===== config.mk =====
export PLATFORM = sky130hd
export DESIGN_NAME = kvit_cell
export DESIGN_NICKNAME = d
export VERILOG_FILES = /design/src/design/kvit_pkg.sv /design/src/design/kvit_cell.sv
export SDC_FILE = /design/constraint.sdc
export NUM_CORES = 1
export LEC_CHECK = 0
export BUFFER_PORTS_ARGS = -buffer_cell sky130_fd_sc_hd__buf_2
export CAP_MARGIN = 15
export CORE_ASPECT_RATIO = 1.4
export CORE_MARGIN = 2
export CORE_UTILIZATION = 36
export CTS_CLUSTER_SIZE = 30
export DETAILED_ROUTE_END_ITERATION = 6
export PLACE_DENSITY = 0.79
export SLEW_MARGIN = 15
export SYNTH_ARGS = -nofsm -noshare
export SYNTH_HDL_FRONTEND = slang
export SYNTH_SLANG_ARGS = --single-unit

===== constraint.sdc =====
create_clock -name clk -period 1.7 [get_ports clk]
set_input_delay 0.085 -clock clk [delete_from_list [all_inputs] [get_ports clk]]
set_output_delay 0.085 -clock clk [all_outputs]
set_load 0.02 [all_outputs]

===== src/design/kvit_pkg.sv =====
// ----------------------------------------------------------------------------
// kvit_pkg: shared types and constants of the key/value index table
// Field widths, action and status codes, the entry and match records handed
// between the cells and the match tree, and the controller state type.
// ----------------------------------------------------------------------------
package kvit_pkg;

  localparam int KEY_W   = 32;
  localparam int POS_W   = 32;
  localparam int ACT_W   = 2;
  localparam int STAT_W  = 2;
  localparam int ENTRY_W = 8;

  // The match tree merges sixteen nodes per registered level.
  localparam int TREE_RADIX_LOG = 4;
  localparam int TREE_RADIX     = 1 << TREE_RADIX_LOG;

  localparam logic [ACT_W-1:0] ACT_ADD    = 2'd0;
  localparam logic [ACT_W-1:0] ACT_LOOKUP = 2'd1;
  localparam logic [ACT_W-1:0] ACT_CLEAR  = 2'd2;

  localparam logic [STAT_W-1:0] STAT_OK      = 2'd0;
  localparam logic [STAT_W-1:0] STAT_MISSING = 2'd1;
  localparam logic [STAT_W-1:0] STAT_FULL    = 2'd2;

  // One stored pair. A duplicate entry repeats a key that an older live
  // entry already holds and therefore never answers a lookup.
  typedef struct packed {
    logic [KEY_W-1:0] key;
    logic [POS_W-1:0] position;
    logic             dup;
  } entry_t;

  // Match report of one cell; position is zero when there is no hit.
  typedef struct packed {
    logic             hit;
    logic [POS_W-1:0] position;
  } match_t;

  typedef enum logic [1:0] {
    ST_IDLE,
    ST_SEARCH,
    ST_FINISH
  } state_t;

  // Number of registered levels needed to merge the given number of leaves.
  function automatic int tree_levels(input int leaves);
    return ($clog2(leaves) + TREE_RADIX_LOG - 1) / TREE_RADIX_LOG;
  endfunction

endpackage


===== src/design/kvit_cell.sv =====
// ----------------------------------------------------------------------------
// kvit_cell: one storage cell of the index table chain
// Holds one entry, passes it to the next cell when the chain shifts, and
// compares its key against the broadcast request key.
// ----------------------------------------------------------------------------
module kvit_cell
  import kvit_pkg::*;
(
  input  logic             clk,
  input  logic             shift_en,
  input  logic             enable,
  input  logic [KEY_W-1:0] req_key,
  input  entry_t           left_entry,
  output entry_t           entry,
  output match_t           match
);

  always_ff @(posedge clk) begin
    if (shift_en) begin
      entry <= left_entry;
    end
  end

  // Only live, non-duplicate entries may answer.
  always_comb begin
    match.hit      = enable && !entry.dup && (entry.key == req_key);
    match.position = match.hit ? entry.position : '0;
  end

endmodule


==> results.md, run 1 <==
Outcome:
- The flow ran to the end, but the final reports show violations.
- The final reports fail on setup timing.

Synth:
- The cell count after synthesis came out at roughly 160.
- The most used flip-flop cell after synthesis is edfxtp_1.
- The fraction of registers with async set/reset is 0.
- The number of synthesized register bits is 65.
- The cell area that synthesis handed to floorplanning was 2600 um^2.
- In this run, distinct cell masters in the synthesized netlist total 20.
- When the netlist entered floorplanning its net count stood at ~260.
- The share of synthesized area occupied by flip-flops and latches is 0.749.
- Each instance of the synthesized netlist takes up on average between 15 and 20 um^2.
- During synthesis, Yosys emitted a total of 0 warnings.
- Counting flops with a built-in enable in the synthesized netlist gives 65.

Cells and area:
- The antenna diode count is 0.
- Counting flops per register, the top entry is entry.
- The post-route core utilization is 0.734.
- The number of filler cells placed in the layout is between 400 and 500.
- From synthesis to final layout, the design area changed by 96.6%.
- The area occupied by multi-input gates is 747 um^2.
- The flip-flop count of the largest register after layout is 65.
- The largest registers in the layout are entry (65).
- The share of final-layout standard cells stronger than drive strength 1 is 0.593.
- In the final layout, flip-flops and latches occupy roughly 2000 um^2.
- The number of nets in the layout is 545.

Timing:
- The headroom to the max-slew limit is 0.698.
- The number of hold-slack violations in the final timing report came to 0.
- After layout, the minimum clock period comes to between 2 and 2.5 ns.
- Of the available clock period, the critical path in the final layout requires 1.36.
- The max-slew violation count was 0.
- Setup repair after global routing could not meet its margin everywhere.
- Timing would allow up to ~430 MHz.
- Once routing completed, OpenROAD measured the worst setup slack at -0.618 ns.
- The total of endpoints with negative setup slack in the final report is 33.
- Adding up every negative setup slack in the final design gives -19.30 ns.
- For the pin with the worst max-slew slack, the measured transition is 0.450 ns.

Setup path:
- The required time at the worst-slack endpoint is 1.62 ns.
- The critical path contains buffers and inverters numbering 3 combined.
- The startpoint class of the critical path is a flop.
- The slowest cell on the critical path is edfxtp_1.
- The cell that appears most often on the critical path is buf_6.
- The critical path goes through xnor2_2 -> nand4_1 -> nor4_2 -> and4_4 -> buf_6 -> buf_16 -> and3_4 -> buf_6.
- On the critical path the largest part of the delay comes from simple AND/OR/NAND/NOR gates.
- The kind of end point of the critical path is an output pin.
- In this run the worst path has a maximum fanout of 7.
- The critical path arrival is 2.23 ns.
- The critical path in this run is classified as reg2out.
- For this run, the slowest stage of the critical path takes 0.44 ns.

Global route:
- The remaining global-route overflow is 0.
- The number of global-route vias before repair is about 2900.
- The first global-routing pass estimated about 14000 um of wire.
- met2 is the most crowded layer.
- Entering global routing, the biggest net connects 66 pins.
- The initial antenna violation count came to 0.
- The aggregate global-route resource usage is 0.247.
- For met1 alone, demand over resource in global routing was 0.229.
- The global-route met3 utilization is 0.0588.
- In the global route stage, met2 resource usage came out at 0.446.

Route:
- The final route contains approximately 2500 vias.
- Summed over all layers, the routed wires come to roughly 9500 um.
- The average detailed-routed wire length per instance is roughly 17 um.
- The count of nets left with antenna violations once routing finished came out at 0.
- The first routing iteration left between 100 and 150 violations.
- The pre-antenna-repair detailed-routing pass consisted of 4 iterations.
- After detailed routing, the number of remaining DRC violations is 0.
- The via-per-instance ratio is 4.66.

Hold path:
- The hold path endpoint is entry[24].
- The hold-critical path depth is 2.
- The classification of the worst-slack hold path is in2reg.
- The startpoint identified for the worst hold timing path is shift_en.

Power:
- For this design the static power due to leakage is approximately 2.3 nW.
- IR analysis of the VDD net gives a maximum drop of approximately 750 uV.
- For this design the ratio of total power to cell area is around 730 nW/um^2.

CTS:
- The TritonCTS clock tree is done.
- The number of buffers on the longest clock path is 2.
- The clock tree synthesis step divided the H-tree into 3 levels.
- Buffers inserted during clock tree synthesis total 9.
- Clock tree synthesis found a total of 65 sinks.
- The clock-pin slew on the worst setup and hold paths is around 0.070 ns.
- The root buffer selected by CTS is clkbuf_8.

Die:
- The die covers slightly below 8000 um^2.
- During I/O placement, the number of pins put on the boundary was roughly 200.
- The width of the die is approximately 76 um.
- The floorplan row count is 36.
- The core region is between 6000 and 7000 um^2.
- The initial utilization of the core area, before any placement, comes to 0.373.
- The y dimension of the die is between 100 and 150 um.

Job:
- Max-cap violations in this run came to 0.

Placed design:
- The count of buffers from port buffering is just under 200.
- Routability-driven placement finished with a final weighted congestion of slightly above 0.8.
- The final HPWL from detailed placement is around 5700 um.
[final cells by class]
class | instances | area share
tap | 95 | 0.0232
inverter | 9 | 0.00660
clock inverter | 6 | 0.00489
clock buffer | 10 | 0.0249
sequential | 65 | 0.381
timing repair buffer | 283 | 0.414
multi-input combinational | 77 | 0.146
[placed cells by master (no fill, tap or decap), drive strengths merged]
cell type    instances
buf                218
edfxtp              65
dlygate4sd3         65
and3                32
xnor2               20
clkbuf              10
inv                  9
clkinv               6
nand4                5
o22ai                4
xor2                 4
nor2b                3
nor4                 3
a211o                1
a2111o               1
nor3                 1
a222oi               1
and4                 1
and2                 1
[cells in the mapped netlist, types with 2 or more instances]
cell type  count  area [um^2]
and3_1        29          181
and3_2         3         22.5
buf_6          3         33.8
clkbuf_1       3         11.3
edfxtp_1      65         1950
inv_1          9         33.8
nand4_1        5         31.3
nor2b_1        2         12.5
nor4_1         2         12.5
o22ai_1        4         25.0
xnor2_1       20          175
xor2_1         4         35.0
[per-stage QoR]
stage | area (um^2) | setup slack, ns | hold slack, ns | total power [mW] | std cells
after floorplan | 2750 | -0.256 | 0.184 | 2.26 | 157
after global placement | 3970 | -0.260 | 0.261 | 2.57 | 458
after detailed placement | 3970 | -0.315 | 0.263 | 2.58 | 458
after CTS | 5110 | -0.637 | 0.256 | 3.76 | 545
after global routing | 5120 | -0.746 | 0.260 | 3.89 | 545
final | 5120 | -0.618 | 0.251 | 3.75 | 545
[repair_timing]
item / in CTS / in global routing
hold endpoints to repair: 65 / 0
pin swaps: 12 / 0
hold buffers: 65 / 0
gates cloned: 3 / 0
endpoints found under the setup margin: 33 / 33
resized for setup: 74 / 1
setup buffers: 4 / 0
[power breakdown]
group / switching [mW] / internal (mW) / leakage [nW]
sequential: 0.0808 / 1.91 / 0.636
clock: 0.560 / 0.503 / 0.0800
combinational: 0.352 / 0.347 / 1.54
total: 0.993 / 2.76 / 2.25
[routing by layer]
metal / vias up / part of all wire
met5: - / 0
met4: 0 / 0.049
met3: 36 / 0.055
met2: 131 / 0.58
met1: 1203 / 0.32
li1: 1170 / -
[worst max path at each step]
stage                   start   endpoint  slack, ns  cells past startpoint
floorplan           entry[36]  match[10]      -0.26                      6
global placement    entry[36]  match[22]      -0.26                      7
detailed placement  entry[36]  match[13]      -0.32                      7
CTS                 entry[59]  match[15]      -0.64                      8
global route        entry[57]  match[29]      -0.75                      8
finish              entry[57]  match[29]      -0.62                      8
[logic make-up after synthesis]
group / share of synthesized area
buffers and inverters: 0.0303
xor gates and xnor gates: 0.0807
AOI/OAI and AO/OA: 0.0211
and+or+nand+nor: 0.119
DFF: 0.749
(Power assumes the default switching activity.)
==> run 2, diff against run 1 <==
==> constraint.sdc (replaced) <==
create_clock -name clk -period 1.7 [get_ports clk]
set_input_delay 0.17 -clock clk [delete_from_list [all_inputs] [get_ports clk]]
set_output_delay 0.17 -clock clk [all_outputs]
set_load 0.02 [all_outputs]
==> results.md, run 2 (synthesized netlist as in run 1, its figures left out) <==
Outcome:
- The run finished, with violations left.
- The final reports fail on setup timing.

Die:
- The width of the die is 75.9 um.
- The area of the core region is ~7000 um^2.
- The y dimension of the die is roughly 100 um.
- For this configuration, the core starts out at a cell density of 0.373.
- The total die area is between 7000 and 8000 um^2.
- After floorplanning, the core was divided into 36 placement rows.
- The I/O pin count is between 150 and 200.

Power:
- The peak supply drop is around 670 uV.
- Dividing total power by cell area gives a power density of around 780 nW/um^2.
- The leakage power figure is between 2 and 2.5 nW.

Cells and area:
- In the layout the commonest cells are buf_2, edfxtp_1, dlygate4sd3_1.
- At the end of the flow, the number of nets in the layout was between 500 and 600.
- In the final layout, the share of cells above drive strength 1 is 0.594.
- The flip-flop count of the largest register after layout is 65.
- The most flop-heavy register is entry.
- The number of antenna diodes in the final layout is 0.
- From synthesis to final layout, the design area changed by 93.5%.
- With fillers left out, the area of the finished cells amounts to between 5000 and 6000 um^2.
- The largest registers in the layout are entry (65).
- Fill cells in the final layout number 441.
- The multi-input combinational cells in the finished layout cover a total of roughly 730 um^2.
- Registers take 1950 um^2.
- The most common cell after layout, fill and taps aside is buf_2.

Timing:
- The share of the clock period used by the worst path is 1.45.
- For the finished layout, the period the worst path requires is 2.47 ns.
- The max-slew violation count is 0.
- The fmax is approximately 400 MHz.
- The headroom to the max-slew limit is 0.711.
- At the pin with the least slew margin, the transition time is between 0.4 and 0.5 ns.
- The number of hold-slack violations in the final timing report is 0.
- The total of endpoints with negative setup slack in the final report is 33.
- Setup repair after global routing could not meet its margin everywhere.
- The final setup slack of the worst path is -0.765 ns.

Route:
- The overall routed net length is roughly 9500 um.
- In the final routed layout, each cell accounts on average for between 15 and 20 um.
- The remaining antenna violation count is 0.
- The via-per-instance ratio is between 4 and 5.
- In the routed design, unresolved DRC markers number 0.
- After the first detailed-routing iteration, the DRC count stood at 116.
- The vias after detailed routing is approximately 2500.
- The iteration count of the initial detailed-routing pass is 4.

Setup path:
- STA puts the critical path data required time at between 1.5 and 2 ns.
- STA puts the critical path data arrival time at 2.30 ns.
- The kind of end point of the critical path is an output pin.
- In this run the worst path has a maximum fanout of 15.
- The critical path class is reg2out.
- The worst setup path is launched from a flop.

Job:
- The number of max-cap violations is 0.

CTS:
- The number of clock buffers added by TritonCTS is 9.
- TritonCTS built the clock tree.
- The tree is rooted in a clkbuf_8.
- After clock tree synthesis, the clock-pin slew on the worst setup and hold paths is ~0.060 ns.
- The H-tree level count is 3.
- The longest clock path from root to sink contains 2 buffers.
- CTS saw between 60 and 70 sinks.

Global route:
- The initial antenna violation count came to 0.
- The number of global-route vias before repair is around 2800.
- The maximum number of pins on one net before global-route repair is 66.
- The global-route wire length before repair is 14500 um.
- The aggregate global-route resource usage is 0.254.
- The total overflow left after global routing is 0.

Placed design:
- The post-placement setup slack is -0.443 ns.
- The weighted congestion at the end of routability-driven global placement is about 0.84.
- The HPWL after detailed placement is roughly 5800 um.
- The placement-stage cell area is 3990 um^2.
- The count of buffers from port buffering is around 200.

Hold path:
- In this run the worst hold path is classified as in2reg.
==> run 2: changes by cell type in the layout (fill, tap and decap cells not counted), moves of 2 or more <==
cell      change
clkinv_1      -3
clkbuf_1      +2
buf_16        -2
and3_4        -3
buf_4         +7
buf_6         -5
and3_2        +3
==> run 2: timing repair <==
action	in CTS	in global routing
resized for setup	63	1
setup buffers	1	0
setup endpoints to repair	33	33
hold buffers	64	0
pin swaps	13	7
hold endpoints to repair	64	0
cloned	1	0
==> run 2: layout make-up <==
type | count | area share
inverters | 9 | 0.00670
clock inverters | 4 | 0.00869
clock buffers | 12 | 0.0268
repair buffers | 281 | 0.403
well taps | 95 | 0.0236
flip-flops and latches | 65 | 0.387
multi-input cells | 77 | 0.144
==> run 2: path summary, 6_finish.rpt <==
kind,from,end,slack (ns),cells past startpoint
setup / recovery,entry[36],match[18],-0.77,7
hold / removal,left_entry[17],entry[17],0.03,1
==> run 2: worst max-delay path, cell delays in order, from the launching register on <==
cell      delay [ns]
edfxtp_1        0.41
nor2b_1         0.15
a2111o_1        0.35
nor4_2          0.26
and4_4          0.32
buf_16          0.15
and3_4          0.19
buf_6           0.12
==> run 2: per-layer routing <==
layer	wire [um]	vias up	GRT usage
met1	2930	1177	0.238
met5	0	-	0
met3	498	47	0.0540
li1	-	1171	-
met2	5510	133	0.449
met4	603	0	0.189
==> run 2: report_power, final <==
group	internal [mW]	switching, mW
clock	0.669	0.557
sequential	1.91	0.0824
combinational	0.349	0.354
==> run 2: per-stage QoR <==
step	hold WS, ns	power (mW)	TNS [ns]	util	std cells
finish	0.0269	3.92	-24.51	0.722	543
global route	0.00691	4.08	-28.11	0.722	543
CTS	0.00507	3.94	-25.11	0.722	543
detailed placement	0.348	2.59	-14.12	0.572	461
global placement	0.346	2.57	-11.00	0.572	461
floorplan	0.269	2.26	-10.93	-	157
